==> src/omd_pkg.sv <==
// Shared types and constants for the OSC message decoder.
package omd_pkg;

    // Result kinds
    typedef enum logic [2:0] {
        KIND_ADDR_BYTE  = 3'd0,
        KIND_ADDR_END   = 3'd1,
        KIND_INT        = 3'd2,
        KIND_FLOAT      = 3'd3,
        KIND_STR_BYTE   = 3'd4,
        KIND_STR_END    = 3'd5,
        KIND_VERDICT    = 3'd6
    } kind_t;

    // Verdict codes
    typedef enum logic [2:0] {
        STAT_OK         = 3'd0,
        STAT_NO_SLASH   = 3'd1,
        STAT_NO_COMMA   = 3'd2,
        STAT_BAD_TAG    = 3'd3,
        STAT_TRUNCATED  = 3'd4,
        STAT_TOO_MANY   = 3'd5
    } status_t;

    // Stored argument type tags
    typedef enum logic [1:0] {
        TAG_INT   = 2'd0,
        TAG_FLOAT = 2'd1,
        TAG_STR   = 2'd2
    } tag_t;

    localparam logic [7:0] CHAR_SLASH = 8'h2F;
    localparam logic [7:0] CHAR_COMMA = 8'h2C;
    localparam logic [7:0] CHAR_I     = 8'h69;
    localparam logic [7:0] CHAR_F     = 8'h66;
    localparam logic [7:0] CHAR_S     = 8'h73;
    localparam logic [7:0] CHAR_NUL   = 8'h00;

    typedef struct packed {
        kind_t       kind;
        logic [31:0] field_value;
        logic [3:0]  arg_number;
        status_t     status;
        logic        end_of_message;
    } result_t;

    function automatic result_t make_result(kind_t k, logic [31:0] v, logic [3:0] a,
                                            status_t s, logic e);
        result_t r;
        r.kind           = k;
        r.field_value    = v;
        r.arg_number     = a;
        r.status         = s;
        r.end_of_message = e;
        return r;
    endfunction

endpackage

==> src/osc_message_decoder.sv <==
// OSC message decoder: one packet byte in per transfer, parsed fields out.
//
// Takes an OSC packet one byte per transfer, the last byte flagged by
// s_final_byte. The address bytes come out first (kind 0) followed by an
// address-end marker (kind 1); then each argument in type-tag order: a full
// big-endian int32 (kind 2) or float32 bit pattern (kind 3) on the fourth byte
// of its word, or string bytes (kind 4) and a string-end marker (kind 5).
// Strings are padded to 4-byte boundaries and padding is skipped unchecked.
// Every packet is closed by exactly one verdict (kind 6, end_of_message=1):
// ok, no leading '/', no ',', unknown tag, truncated, or more than MAX_ARGS
// tags. Bytes after a verdict produce nothing until the final byte, which
// rearms the parser. On a bad verdict the consumer drops what it received.
// Rate: one byte per cycle while s_ready is high. Each byte is parsed in the
// cycle it is accepted and yields zero, one or two results, written into a
// 4-entry result queue that drains one result per cycle while m_ready is high;
// s_ready is high while the queue has room for two, so two-result bytes can fill it.
// Argument tags sit in a MAX_ARGS-deep tag memory with a registered read that
// is steered by the next argument index, so the tag is ready when needed.
module osc_message_decoder #(
    parameter int MAX_ARGS = 16
) (
    input  logic              aclk,
    input  logic              aresetn,
    input  logic              s_valid,
    output logic              s_ready,
    input  logic [7:0]        s_packet_byte,
    input  logic              s_final_byte,
    output logic              m_valid,
    input  logic              m_ready,
    output omd_pkg::kind_t    m_kind,
    output logic [31:0]       m_field_value,
    output logic [3:0]        m_arg_number,
    output omd_pkg::status_t  m_status,
    output logic              m_end_of_message
);
    import omd_pkg::*;

    // counters hold 0..MAX_ARGS, tag memory index holds 0..MAX_ARGS-1
    localparam int CNT_W = $clog2(MAX_ARGS + 1);
    localparam int IDX_W = (MAX_ARGS > 1) ? $clog2(MAX_ARGS) : 1;
    localparam logic [CNT_W-1:0] MAX_CNT = CNT_W'(MAX_ARGS);

    typedef enum logic [1:0] {
        PH_ADDR,
        PH_TAGS,
        PH_ARGS,
        PH_DONE
    } phase_t;

    // parser state
    phase_t            phase_reg,  phase_next;
    logic [1:0]        off_reg,    off_next;     // byte offset within 4-byte word
    logic              first_reg,  first_next;   // next byte opens a string
    logic              pad_reg,    pad_next;     // skipping string padding
    logic [23:0]       acc_reg,    acc_next;     // first three bytes of a word
    logic [CNT_W-1:0]  total_reg,  total_next;   // tags stored
    logic [CNT_W-1:0]  cur_reg,    cur_next;     // argument being streamed

    // tag memory
    tag_t              tag_mem [MAX_ARGS];
    tag_t              tag_q_reg;                // tag_mem[cur_reg]
    logic              tag_we;
    tag_t              tag_wdata;

    // result queue
    result_t           fifo_reg [4];
    logic [1:0]        wr_ptr_reg, rd_ptr_reg;
    logic [2:0]        count_reg,  count_next;
    result_t           res_next [2];
    logic [1:0]        n_res;

    logic              accept;
    logic              pop;
    logic [1:0]        off_inc;
    logic [CNT_W-1:0]  cur_inc;
    logic [CNT_W+3:0]  arg_wide;
    logic [3:0]        arg_num;
    result_t           head;

    assign s_ready  = (count_reg <= 3'd2);
    assign accept   = s_valid && s_ready;
    assign m_valid  = (count_reg != 3'd0);
    assign pop      = m_valid && m_ready;

    assign off_inc  = off_reg + 2'd1;
    assign cur_inc  = cur_reg + CNT_W'(1);
    assign arg_wide = {4'b0000, cur_reg};
    assign arg_num  = arg_wide[3:0];

    assign head             = fifo_reg[rd_ptr_reg];
    assign m_kind           = head.kind;
    assign m_field_value    = head.field_value;
    assign m_arg_number     = head.arg_number;
    assign m_status         = head.status;
    assign m_end_of_message = head.end_of_message;

    // Parse one byte: next state plus up to two results, in order.
    always_comb begin
        phase_next = phase_reg;
        off_next   = off_reg;
        first_next = first_reg;
        pad_next   = pad_reg;
        acc_next   = acc_reg;
        total_next = total_reg;
        cur_next   = cur_reg;
        tag_we     = 1'b0;
        tag_wdata  = TAG_INT;
        n_res      = 2'd0;
        res_next[0] = make_result(KIND_ADDR_BYTE, 32'd0, 4'd0, STAT_OK, 1'b0);
        res_next[1] = make_result(KIND_ADDR_BYTE, 32'd0, 4'd0, STAT_OK, 1'b0);

        if (accept) begin
            case (phase_reg)
                PH_ADDR: begin
                    if (pad_reg) begin
                        off_next = off_inc;
                        if (off_inc == 2'd0) begin
                            pad_next   = 1'b0;
                            first_next = 1'b1;
                            phase_next = PH_TAGS;
                        end
                    end else if (first_reg && s_packet_byte != CHAR_SLASH) begin
                        res_next[n_res[0]] = make_result(KIND_VERDICT, 32'd0, 4'd0,
                                                         STAT_NO_SLASH, 1'b1);
                        n_res      = n_res + 2'd1;
                        phase_next = PH_DONE;
                    end else begin
                        first_next = 1'b0;
                        off_next   = off_inc;
                        if (s_packet_byte != CHAR_NUL) begin
                            res_next[n_res[0]] = make_result(KIND_ADDR_BYTE,
                                {24'd0, s_packet_byte}, 4'd0, STAT_OK, 1'b0);
                            n_res = n_res + 2'd1;
                        end else begin
                            res_next[n_res[0]] = make_result(KIND_ADDR_END, 32'd0, 4'd0,
                                                             STAT_OK, 1'b0);
                            n_res = n_res + 2'd1;
                            if (off_inc == 2'd0) begin
                                first_next = 1'b1;
                                phase_next = PH_TAGS;
                            end else begin
                                pad_next = 1'b1;
                            end
                        end
                    end
                end

                PH_TAGS: begin
                    logic enter;
                    enter = 1'b0;
                    if (pad_reg) begin
                        off_next = off_inc;
                        enter    = (off_inc == 2'd0);
                    end else if (first_reg) begin
                        if (s_packet_byte != CHAR_COMMA) begin
                            res_next[n_res[0]] = make_result(KIND_VERDICT, 32'd0, 4'd0,
                                                             STAT_NO_COMMA, 1'b1);
                            n_res      = n_res + 2'd1;
                            phase_next = PH_DONE;
                        end else begin
                            first_next = 1'b0;
                            off_next   = off_inc;
                        end
                    end else begin
                        off_next = off_inc;
                        if (s_packet_byte == CHAR_NUL) begin
                            if (off_inc == 2'd0) begin
                                enter = 1'b1;
                            end else begin
                                pad_next = 1'b1;
                            end
                        end else begin
                            logic known;
                            known = 1'b1;
                            case (s_packet_byte)
                                CHAR_I:  tag_wdata = TAG_INT;
                                CHAR_F:  tag_wdata = TAG_FLOAT;
                                CHAR_S:  tag_wdata = TAG_STR;
                                default: known = 1'b0;
                            endcase
                            if (!known) begin
                                res_next[n_res[0]] = make_result(KIND_VERDICT, 32'd0,
                                    4'd0, STAT_BAD_TAG, 1'b1);
                                n_res      = n_res + 2'd1;
                                phase_next = PH_DONE;
                            end else if (total_reg >= MAX_CNT) begin
                                res_next[n_res[0]] = make_result(KIND_VERDICT, 32'd0,
                                    4'd0, STAT_TOO_MANY, 1'b1);
                                n_res      = n_res + 2'd1;
                                phase_next = PH_DONE;
                            end else begin
                                tag_we     = 1'b1;
                                total_next = total_reg + CNT_W'(1);
                            end
                        end
                    end
                    if (enter) begin
                        pad_next   = 1'b0;
                        off_next   = 2'd0;
                        first_next = 1'b1;
                        cur_next   = '0;
                        acc_next   = 24'd0;
                        phase_next = PH_ARGS;
                        if (total_reg == '0) begin
                            res_next[n_res[0]] = make_result(KIND_VERDICT, 32'd0, 4'd0,
                                                             STAT_OK, 1'b1);
                            n_res      = n_res + 2'd1;
                            phase_next = PH_DONE;
                        end
                    end
                end

                PH_ARGS: begin
                    logic advance;
                    advance  = 1'b0;
                    off_next = off_inc;
                    if (tag_q_reg == TAG_INT || tag_q_reg == TAG_FLOAT) begin
                        if (off_inc != 2'd0) begin
                            acc_next = {acc_reg[15:0], s_packet_byte};
                        end else begin
                            res_next[n_res[0]] = make_result(
                                (tag_q_reg == TAG_FLOAT) ? KIND_FLOAT : KIND_INT,
                                {acc_reg, s_packet_byte}, arg_num, STAT_OK, 1'b0);
                            n_res   = n_res + 2'd1;
                            advance = 1'b1;
                        end
                    end else if (pad_reg) begin
                        advance = (off_inc == 2'd0);
                    end else if (s_packet_byte != CHAR_NUL) begin
                        res_next[n_res[0]] = make_result(KIND_STR_BYTE,
                            {24'd0, s_packet_byte}, arg_num, STAT_OK, 1'b0);
                        n_res = n_res + 2'd1;
                    end else begin
                        res_next[n_res[0]] = make_result(KIND_STR_END, 32'd0, arg_num,
                                                         STAT_OK, 1'b0);
                        n_res = n_res + 2'd1;
                        if (off_inc == 2'd0) begin
                            advance = 1'b1;
                        end else begin
                            pad_next = 1'b1;
                        end
                    end
                    if (advance) begin
                        pad_next = 1'b0;
                        off_next = 2'd0;
                        acc_next = 24'd0;
                        cur_next = cur_inc;
                        if (cur_inc >= total_reg) begin
                            res_next[n_res[0]] = make_result(KIND_VERDICT, 32'd0, 4'd0,
                                                             STAT_OK, 1'b1);
                            n_res      = n_res + 2'd1;
                            phase_next = PH_DONE;
                        end
                    end
                end

                default: ;  // verdict given, ignore until final byte
            endcase

            // last byte: truncated unless already judged, then rearm
            if (s_final_byte) begin
                if (phase_next != PH_DONE) begin
                    res_next[n_res[0]] = make_result(KIND_VERDICT, 32'd0, 4'd0,
                                                     STAT_TRUNCATED, 1'b1);
                    n_res = n_res + 2'd1;
                end
                phase_next = PH_ADDR;
                off_next   = 2'd0;
                first_next = 1'b1;
                pad_next   = 1'b0;
                acc_next   = 24'd0;
                total_next = '0;
                cur_next   = '0;
            end
        end
    end

    assign count_next = count_reg + {1'b0, n_res} - {2'b00, pop};

    // parser state and queue control
    always_ff @(posedge aclk) begin
        if (!aresetn) begin
            phase_reg  <= PH_ADDR;
            off_reg    <= 2'd0;
            first_reg  <= 1'b1;
            pad_reg    <= 1'b0;
            acc_reg    <= 24'd0;
            total_reg  <= '0;
            cur_reg    <= '0;
            wr_ptr_reg <= 2'd0;
            rd_ptr_reg <= 2'd0;
            count_reg  <= 3'd0;
        end else begin
            phase_reg  <= phase_next;
            off_reg    <= off_next;
            first_reg  <= first_next;
            pad_reg    <= pad_next;
            acc_reg    <= acc_next;
            total_reg  <= total_next;
            cur_reg    <= cur_next;
            wr_ptr_reg <= wr_ptr_reg + n_res;
            if (pop) begin
                rd_ptr_reg <= rd_ptr_reg + 2'd1;
            end
            count_reg  <= count_next;
        end
    end

    // result queue payload
    always_ff @(posedge aclk) begin
        if (n_res != 2'd0) begin
            fifo_reg[wr_ptr_reg] <= res_next[0];
        end
        if (n_res == 2'd2) begin
            fifo_reg[wr_ptr_reg + 2'd1] <= res_next[1];
        end
    end

    // tag memory: write on tag byte, registered read at the next argument index
    always_ff @(posedge aclk) begin
        if (tag_we) begin
            tag_mem[total_reg[IDX_W-1:0]] <= tag_wdata;
        end
        if (cur_next < MAX_CNT) begin
            tag_q_reg <= tag_mem[cur_next[IDX_W-1:0]];
        end
    end

endmodule
==> config.mk <==
export PLATFORM = sky130hd
export DESIGN_NAME = osc_message_decoder
export DESIGN_NICKNAME = d
export VERILOG_FILES = /design/src/omd_pkg.sv /design/src/osc_message_decoder.sv
export SDC_FILE = /design/constraint.sdc
export NUM_CORES = 1
export LEC_CHECK = 0
export ABC_AREA = 1
export ABC_CLOCK_PERIOD_IN_PS = 9800
export BUFFER_PORTS_ARGS = -buffer_cell sky130_fd_sc_hd__buf_2
export CAP_MARGIN = 20
export CORE_MARGIN = 1
export CORE_UTILIZATION = 40
export CTS_BUF_LIST = sky130_fd_sc_hd__clkbuf_4 sky130_fd_sc_hd__clkbuf_8
export CTS_CLUSTER_SIZE = 20
export DETAILED_ROUTE_END_ITERATION = 8
export PLACE_DENSITY = 0.6
export SKIP_CTS_REPAIR_TIMING = 1
export SYNTH_ARGS = -nofsm -noshare
export SYNTH_HDL_FRONTEND = slang
export SYNTH_SLANG_ARGS = --single-unit
export TNS_END_PERCENT = 10
==> constraint.sdc <==
create_clock -name aclk -period 9.8 [get_ports aclk]
set_input_delay 1.47 -clock aclk [delete_from_list [all_inputs] [get_ports aclk]]
set_output_delay 1.47 -clock aclk [all_outputs]
set_load 0.005 [all_outputs]
==> reports/metrics.cfg, run 1 <==
[logic_synthesis]
synth_async_sr_flop_share=0
synthesis.area_um2=12900
synth_simple_gate_area_share=0.210
main_combinational_cell_family_by_area_after_synthesis=simple AND/OR/NAND/NOR gates
post_synth_edffs=206
synth_seq_area_share=0.555
synth_ff_type=edfxtp_1
synth_seq_cells=255
post_synth_main_area_contributors=edfxtp_1, nand2_1, dfxtp_1, inv_1, nor2_1
synth_area_leader_cell=edfxtp_1
synth-xor-area-share=0.00475
synth_cells=1474
syn_area_per_cell_um2=8.76
synth_cell_types=49
synth_compound_area_frac=0.105
yosysWarnings=0
synth.net_count=1513
post-synth-top-count-cell=nand2_1
synth_adder_area_share=0.0258
synthMuxAreaShare=0
ys_top_cells_by_count=nand2_1, edfxtp_1, inv_1
yosys.area.top_type_share=0.479

[grt]
vias_in_the_first_global_route=9583
global_route_wire_length_before_repair_um=52200
pin_count_of_the_biggest_net_entering_global_routing=88
grt.total_usage=0.203
grt_residual_overflow=0
number_of_antenna_violations_at_the_first_check_in_global_routing=0

[route]
drt_wl_total_um=33100
wl_per_cell_um=16.9
via_count=9968
drc_violation_count_after_routing=0
drt_iter0_drc=871
drt_first_pass_iters=7
detail-route-antenna-nets=0
avgViaCountPerCell=5.07

[critical_path]
cp.arrival_ns=5.79
r2r-end=fifo_reg[2][35]
crit_path_capture_type=flip-flop
timing.reg2reg.setup_slack_ns=4.19
largest_driver_fanout_on_the_critical_path=32
worst_r2r_startpoint=cur_reg[0]
timing.setup.critical_path_class=reg2reg
worst-r2r-cell-count=20
cp_required_ns=9.98
setup.worst_path.start_class=flip-flop

[sta]
final-setup-viol-count=0
final_min_period_over_clock_period=0.572
max_fclk_ghz=0.178
total_count_of_hold_check_failures_in_the_final_report=0
worst_pin_slew_ns=1.02
fin_worst_skew_ns=0.0280
rsz0062_at_grt=no
slew_margin_rel=0.316
finalMaxSlewViolations=0
period_minus_slack_ns=5.61
final.hold.worst_slack_ns=0.455
totalNegativeSetupSlack_ns=0

[floorplan]
die_height_um=182
core_area_um2=31600
ioPinCount=58
row_count=65
chipWidth_um=182
initial_core_util=0.408
die_area_um2=33000

[clock_network]
clock_latency_ns=0.56
cts_made_buffers=44
cts.root.buffer_cell=clkbuf_8
tritoncts_num_sinks=255
clock_tree.buffer_depth=3
cts_htree_levels=2
cts_tree=built
clk_pin_slew_ns=0.06

[finish]
finish.utilization=0.458
final_layout_size_suffix_gt1_frac=0.139
largest_register_ffs=172
final_net_count=1566
antenna_cells_inserted=0
layout.filler_cells=3083
flow.area_growth_from_synthesis_pct=12.1

[power]
static_leakage_nw=6.55
cellPowerDensity_nw_per_um2=227
vdd_drop_max_mv=0.105

[job]
cap_violations=0

[worst_hold_path]
whs_path_depth=2
hold_path_class=reg2reg
min_from=off_reg[1]
timing.hold.worst_endpoint=off_reg[1]

[status]
status=complete, no violations

[place]
gpl.final_weighted_congestion=0.886
hpwl_um=21800
number_of_port_buffers=57

-- cell usage in the layout (no fill, tap or decap), drive strengths merged, types with 5 or more instances in the layout --
cell and n:
nand4 15, nor2 170, o22ai 46, a21oi 58
o21ai 105, o211ai 9, clkbuf 61, inv 242
buf 73, nand3b 22, edfxtp 206, ha 25
nor3 18, xor2 5, dfxtp 49, clkinv 39
nand3 68, nand2 320
-- final cells by class --
class | instances | area (um^2) | share of cell area
multi-input cells | 892 | 4490 | 0.310
clock buffers | 60 | 726 | 0.0501
repair buffers | 74 | 492 | 0.0339
well taps | 402 | 503 | 0.0347
inverters | 260 | 976 | 0.0674
flip-flops and latches | 255 | 7170 | 0.495
clock inverters | 22 | 129 | 0.00890
-- worst max-delay path, stage by stage, from the launching register on --
cell and delay, ns:
dfxtp_1 0.42, ha_1 0.21, nand3_1 0.11, xor2_1 0.18
inv_1 0.07, ha_1 0.31, nand2_1 0.09, or3_1 0.36
nand3_1 0.16, ha_1 0.26, nor2_1 0.10, nor2_1 0.04
a21oi_1 0.22, a21oi_4 0.13, ha_1 0.30, nand2_1 0.07
a21boi_4 0.43, nand3_2 0.54, buf_16 0.36, nand2_2 0.31
buf_4 0.51
-- per-stage QoR --
step	setup slack [ns]	instance area, um^2	std cells	total power [mW]
floorplan	4.80	12900	1474	2.03
global placement	3.38	13500	1877	2.36
detailed placement	3.28	13500	1878	2.37
finish	4.19	14500	1965	3.29
CTS	3.68	14400	1960	3.32
global route	3.78	14500	1965	3.48
-- how the worst max path moves through the flow --
stage / startpoint / end / slack, ns / cells after the start
floorplan: s_packet_byte[6] / fifo_reg[3][0] / 4.80 / 18
finish: cur_reg[0] / fifo_reg[2][35] / 4.19 / 20
CTS: cur_reg[0] / fifo_reg[3][32] / 3.68 / 18
detailed placement: s_packet_byte[6] / fifo_reg[3][25] / 3.28 / 18
global route: cur_reg[0] / fifo_reg[2][32] / 3.78 / 20
global placement: s_packet_byte[6] / fifo_reg[2][32] / 3.38 / 19
-- power by group --
part	switching (mW)	total [mW]	leakage, nW	internal, mW
clock network	0.436	0.946	0.455	0.510
logic	0.628	0.917	3.82	0.289
registers	0.0482	1.43	2.27	1.38
total	1.11	3.29	6.55	2.18
-- routing by layer --
layer  track usage  part of all wire
met2         0.325              0.47
met4        0.0681             0.021
met5             0                 0
met3        0.0331             0.054
met1         0.280              0.46
-- kinds of logic after synthesis --
group                      after synthesis
and+or+nand+nor                        622
buffers and inverters                  327
DFF                                    255
AOI/OAI and AO/OA                      237
adders and majority gates               26
xor gates and xnor gates                 7
Power figures use the tool's default switching activity.
==> run 2, diff against run 1 <==
- ABC_CLOCK_PERIOD_IN_PS: 9800 -> 5200
- clock period: 9.8 -> 5.2 ns (I/O delays scaled with it)
==> reports/metrics.cfg, run 2 (synthesis gave the netlist of run 1 again) <==
[floorplan]
ioPinCount=58  ; unchanged
initial_core_util=0.408  ; unchanged
row_count=65  ; unchanged
die_area_um2=33000  ; unchanged
chipWidth_um=182  ; unchanged
core_area_um2=31600  ; unchanged
die_height_um=182  ; unchanged

[sta]
final_min_period_over_clock_period=0.866  ; +0.294
rsz0062_at_grt=no
final.hold.worst_slack_ns=0.456  ; +0.00125 ns
finalMaxSlewViolations=0  ; unchanged
totalNegativeSetupSlack_ns=0  ; unchanged
total_count_of_hold_check_failures_in_the_final_report=0  ; unchanged
worst_pin_slew_ns=1.07  ; +0.0457 ns
slew_margin_rel=0.284  ; -0.0323
final.setup.worst_slack_ns=0.696  ; -3.50 ns
period_minus_slack_ns=4.50  ; -1.10 ns
fin_worst_skew_ns=0.0287  ; +0.000693 ns
final-setup-viol-count=0  ; unchanged
max_fclk_ghz=0.222  ; +25%

[clock_network]
clock_latency_ns=0.58  ; +0.02 ns
cts_made_buffers=44  ; unchanged
cts_htree_levels=2  ; unchanged
tritoncts_num_sinks=255  ; unchanged
clk_pin_slew_ns=0.06  ; about the same
cts.root.buffer_cell=clkbuf_8
clock_tree.buffer_depth=3  ; unchanged
cts_tree=built

[finish]
layout.filler_cells=3058  ; -0.81%
finish.utilization=0.460  ; +0.00241
final_net_count=1574  ; +0.51%
mostFrequentLayoutCell=nand2_1
antenna_cells_inserted=0  ; unchanged
instances_no_fill=1971  ; +0.31%
layout_common_cells=nand2_1, edfxtp_1, inv_1
final_layout_size_suffix_gt1_frac=0.147  ; +0.00775
largest_register_ffs=172  ; unchanged
flow.area_growth_from_synthesis_pct=12.7

[route]
wl_per_cell_um=16.8  ; -0.56%
drt_first_pass_iters=6  ; -1
detail-route-antenna-nets=0  ; unchanged
avgViaCountPerCell=5.11  ; +0.79%
drt_iter0_drc=843  ; -3.2%
via_count=10077  ; +1.1%
drt_wl_total_um=33000  ; -0.25%
drc_violation_count_after_routing=0  ; unchanged

[power]
cellPowerDensity_nw_per_um2=438  ; +93%
vdd_drop_max_mv=0.209  ; +99%
static_leakage_nw=6.59  ; +0.68%

[grt]
grt_residual_overflow=0  ; unchanged
pin_count_of_the_biggest_net_entering_global_routing=87  ; -1.1%
global_route_wire_length_before_repair_um=52300  ; +0.22%
number_of_antenna_violations_at_the_first_check_in_global_routing=0  ; unchanged
grt.total_usage=0.204  ; +0.00115
vias_in_the_first_global_route=9621  ; +0.40%

[critical_path]
crit_path_capture_type=flip-flop
largest_driver_fanout_on_the_critical_path=5  ; -84%
cp.arrival_ns=4.93  ; -0.86 ns
timing.setup.critical_path_class=reg2reg
setup.worst_path.start_class=flip-flop
cp_required_ns=5.63  ; -4.35 ns

[place]
gpl.final_weighted_congestion=0.888  ; +0.30%
pre_cts_slack_ns=0.718  ; -2.56 ns
numPlacedInstances=1890  ; +0.64%
number_of_port_buffers=57  ; unchanged
hpwl_um=20900  ; -4.3%

[status]
status=complete, no violations

[job]
cap_violations=0  ; unchanged

[worst_hold_path]
hold_path_class=reg2reg

[run 2: cell count changes in the layout (fill, tap and decap cells not counted), moves of 2 or more]
| cell | change |
|---|---|
| buf_4 | +11 |
| clkinv_1 | -6 |
| buf_16 | -3 |
| clkbuf_8 | +3 |
| clkbuf_4 | +2 |
| clkinv_2 | -2 |
| inv_6 | -2 |
[run 2: cell type report]
| type | instances | area [um^2] | share of cell area |
|---|---|---|---|
| Clock inverter | 14 | 129 | 0.00885 |
| Clock buffer | 66 | 796 | 0.0547 |
| Inverter | 260 | 976 | 0.0670 |
| Sequential cell | 255 | 7170 | 0.492 |
| Tap cell | 402 | 503 | 0.0345 |
| Timing Repair Buffer | 82 | 498 | 0.0342 |
| Multi-Input combinational cell | 892 | 4490 | 0.308 |
[run 2: critical path: stages (launching register included)]
cell and delay (ns):
dfxtp_1 0.43, ha_1 0.22, nand3_1 0.10, xor2_1 0.19, inv_1 0.07, ha_1 0.31, nand2_1 0.08, or3_1 0.34
nand3_1 0.17, ha_1 0.26, nor2_1 0.10, nor2_1 0.05, a21oi_1 0.23, a21oi_4 0.13, ha_1 0.30, nand2_1 0.07
a21boi_4 0.17, ha_1 0.24, inv_1 0.05, ha_1 0.13, inv_1 0.05, fa_1 0.43, xor2_1 0.17, inv_1 0.06
nor2_1 0.03
[run 2: per-layer routing]
layer,track usage,part of all wire,vias up
met4,0.0671,0.023,0
met5,0,0,-
met1,0.271,0.45,4763
li1,-,-,4959
met3,0.0383,0.061,61
met2,0.336,0.47,294
[run 2: worst paths after layout]
check	to	start	slack [ns]	cells after the start
setup / recovery	count_reg[2]	cur_reg[0]	0.70	24
hold / removal	off_reg[1]	off_reg[1]	0.46	2
setup reg to reg	count_reg[2]	cur_reg[0]	0.70	24
hold reg to reg	off_reg[1]	off_reg[1]	0.46	2
[run 2: metrics by stage]
step	total power, mW	instance area [um^2]
2_1_floorplan	3.84	12900
3_3_place_gp	4.51	13600
3_5_place_dp	4.53	13600
4_1_cts	6.43	14600
5_1_grt	6.74	14600
6_report	6.38	14600
[run 2: where the power goes]
part	total [mW]	switching, mW	internal [mW]	leakage [nW]
logic	1.77	1.21	0.567	3.84
clock network	1.91	0.824	1.08	0.487
registers	2.70	0.0936	2.60	2.27
total	6.38	2.12	4.25	6.59
==> run 3, diff against run 2 <==
- ABC_AREA: 1 -> default
- GPL_TIMING_DRIVEN: default -> 0
==> reports/metrics.cfg, run 3 <==
[sta]
max_fclk_ghz=0.198  ; -11%
final-setup-viol-count=0  ; unchanged
totalNegativeSetupSlack_ns=0  ; unchanged
period_minus_slack_ns=5.05  ; +0.546 ns
slew_margin_rel=0.370  ; +0.0864
fin_worst_skew_ns=0.0228  ; -0.00591 ns
final_min_period_over_clock_period=0.971  ; +0.105
total_count_of_hold_check_failures_in_the_final_report=0  ; unchanged
finalMaxSlewViolations=0  ; unchanged
worst_pin_slew_ns=0.937  ; -0.133 ns
rsz0062_at_grt=yes

[grt]
global_route_wire_length_before_repair_um=53900  ; +3.0%
grt_residual_overflow=0  ; unchanged
number_of_antenna_violations_at_the_first_check_in_global_routing=0  ; unchanged
grt.total_usage=0.212  ; +0.00825
vias_in_the_first_global_route=9300  ; -3.3%
pin_count_of_the_biggest_net_entering_global_routing=32  ; -63%

[clock_network]
clock_tree.buffer_depth=3  ; unchanged
cts.root.buffer_cell=clkbuf_8
clk_pin_slew_ns=0.07  ; about the same
clock_latency_ns=0.56  ; -0.02 ns
cts_htree_levels=2  ; unchanged
cts_made_buffers=42  ; -4.5%
tritoncts_num_sinks=255  ; unchanged
cts_tree=built

[critical_path]
crit_path_capture_type=flip-flop
worst_r2r_startpoint=cur_reg[1]
largest_driver_fanout_on_the_critical_path=8  ; +3
worst-r2r-cell-count=23  ; -4.2%
list_of_cells_traversed_by_the_critical_path=ha_1 > xor2_1 > ha_1 > a21o_1 > a31oi_1 > o21ai_2 > ha_1 > a31o_2 > a21oi_1 > o211ai_1 > nor2b_1 > ha_1 > nand2_1 > o31ai_1 > a22oi_4 > ha_1 > inv_1 > ha_1 > inv_1 > fa_1 > xnor2_1 > xnor2_1 > nor2_1
timing.setup.critical_path_class=reg2reg
cp_required_ns=5.62  ; about the same
timing.reg2reg.setup_slack_ns=0.15  ; -0.55 ns
worstPathBufferInverterCount=2  ; -2
path_common_cell=ha_1
r2r-end=count_reg[2]
setup.worst_path.start_class=flip-flop
worst_path_cell_with_the_longest_stage_delay=fa_1
crit_family=adder cells
critical_path.max_stage_delay_ns=0.43  ; about the same
cp.arrival_ns=5.47  ; +0.54 ns

[route]
detail-route-antenna-nets=0  ; unchanged
wl_per_cell_um=21.0  ; +25%
drt_wl_total_um=35000  ; +5.9%
drc_violation_count_after_routing=0  ; unchanged
drt_first_pass_iters=8  ; +2
route.layer.met1.wl_um=15600  ; +5.4%
via_count=9416  ; -6.6%
avgViaCountPerCell=5.65  ; +10%
met3_length_um=2280  ; +12%
top_layer_used=met4
drt_iter0_drc=742  ; -12%
dr_wl_met2_um=16300  ; +5.9%

[finish]
mostFrequentLayoutCell=edfxtp_1
final_net_count=1240  ; -21%
antenna_cells_inserted=0  ; unchanged
largest_register_ffs=172  ; unchanged
flow.area_growth_from_synthesis_pct=15.3
layout_common_cells=edfxtp_1, nor3_1, a21oi_1
layout.filler_cells=2907  ; -4.9%
final_layout_size_suffix_gt1_frac=0.240  ; +0.0935
instances_no_fill=1668  ; -15%

[logic_synthesis]
post-synth-top-count-cell=edfxtp_1
synth.net_count=1129  ; -25%
synth_cell_types=76  ; +55%
yosys.area.top_type_share=0.476  ; -0.00309
synth_area_leader_cell=edfxtp_1
synth_cells=1090  ; -26%
synth_seq_cells=255  ; unchanged
syn_area_per_cell_um2=11.9  ; +36%
synth_ff_type=edfxtp_1
ys_top_cells_by_count=edfxtp_1, nor3_1, a21oi_1
synth_async_sr_flop_share=0  ; unchanged
synthesis.area_um2=13000  ; +0.65%
yosysWarnings=0  ; unchanged
post_synth_edffs=206  ; unchanged
synth_seq_area_share=0.551  ; -0.00358
post_synth_main_area_contributors=edfxtp_1, dfxtp_1, mux4_2, nor3_1, nor3_2

[status]
status=complete, no violations

[power]
vdd_drop_max_mv=0.157  ; -25%
static_leakage_nw=5.00  ; -24%
fin_total_pwr_mw=6.17  ; -3.2%
cellPowerDensity_nw_per_um2=412  ; -6.0%

[floorplan]
die_height_um=182  ; +0.32%
ioPinCount=58  ; unchanged
chipWidth_um=182  ; +0.32%
core_area_um2=31800  ; +0.51%
initial_core_util=0.409  ; +0.000548
row_count=65  ; unchanged
die_area_um2=33200  ; +0.64%

[job]
cap_violations=0  ; unchanged

[place]
number_of_port_buffers=56  ; -1.8%
numPlacedInstances=1590  ; -16%
hpwl_um=24400  ; +17%
gpl.final_weighted_congestion=0.921  ; +3.6%

[worst_hold_path]
min_from=acc_reg[16]
whs_path_depth=2  ; unchanged
timing.hold.worst_endpoint=acc_reg[16]
hold_path_class=reg2reg

[run 3: worst max path at each step]
stage	from	endpoint	slack (ns)	cells past startpoint
after global routing	cur_reg[0]	count_reg[2]	-0.22	23
after global placement	cur_reg[0]	fifo_reg[3][5]	-3.12	17
after CTS	cur_reg[0]	fifo_reg[0][37]	-1.0	19
final	cur_reg[1]	count_reg[2]	0.15	23
after detailed placement	cur_reg[0]	fifo_reg[0][15]	-0.98	19
after floorplan	s_packet_byte[0]	fifo_reg[3][0]	-0.49	14
[run 3: per-layer routing]
metal,vias to the layer above,global-route usage
met2,354,0.342
met4,0,0.0602
met5,-,0
met1,4664,0.296
li1,4344,-
met3,54,0.0349
[run 3: final cells by class]
type                    count  area (um^2)  share of cell area
plain buffers              81          417              0.0278
clock buffers              68          817              0.0545
clock inverters             8         80.1             0.00534
inverters                  58          218              0.0145
multi-input cells         695         5270               0.351
flip-flops and latches    255         7170               0.478
well taps                 435          544              0.0363
repair buffers             68          485              0.0324
[run 3: tightest hold or removal path, delay by kind of cell, from the launching register on]
family             cells  cell delay, ns
and+or+nand+nor        1            0.05
AOI/OAI and AO/OA      1            0.05
DFF                    1            0.31
[run 3: power by group]
group	leakage (nW)	total [mW]	switching, mW	internal [mW]
clock	0.473	1.85	0.805	1.05
combinational	2.07	1.72	1.00	0.719
sequential	2.45	2.60	0.0764	2.52
[run 3: cells by family (layout without fill, tap and decap cells)]
kind of cell / after synthesis / after routing / synth area share
flip-flops: 255 / 255 / 0.551
AND/OR/NAND/NOR: 399 / 399 / 0.169
adder cells (fa/ha/maj): 26 / 26 / 0.0256
buffers and inverters: 140 / 283 / 0.0478
multiplexers: 89 / 89 / 0.113
XOR/XNOR: 10 / 10 / 0.00674
AO/OA/AOI/OAI: 171 / 171 / 0.0860
[run 3: per-stage QoR]
stage          area [um^2]  setup slack, ns  hold WS, ns  utilization
2_1_floorplan        13000           -0.493        0.432            -
3_3_place_gp         13800            -3.12        0.441        0.435
3_5_place_dp         14000           -0.981        0.450        0.441
4_1_cts              14900           -0.998        0.463        0.469
5_1_grt              15000           -0.217        0.475        0.472
6_report             15000            0.150        0.457        0.472
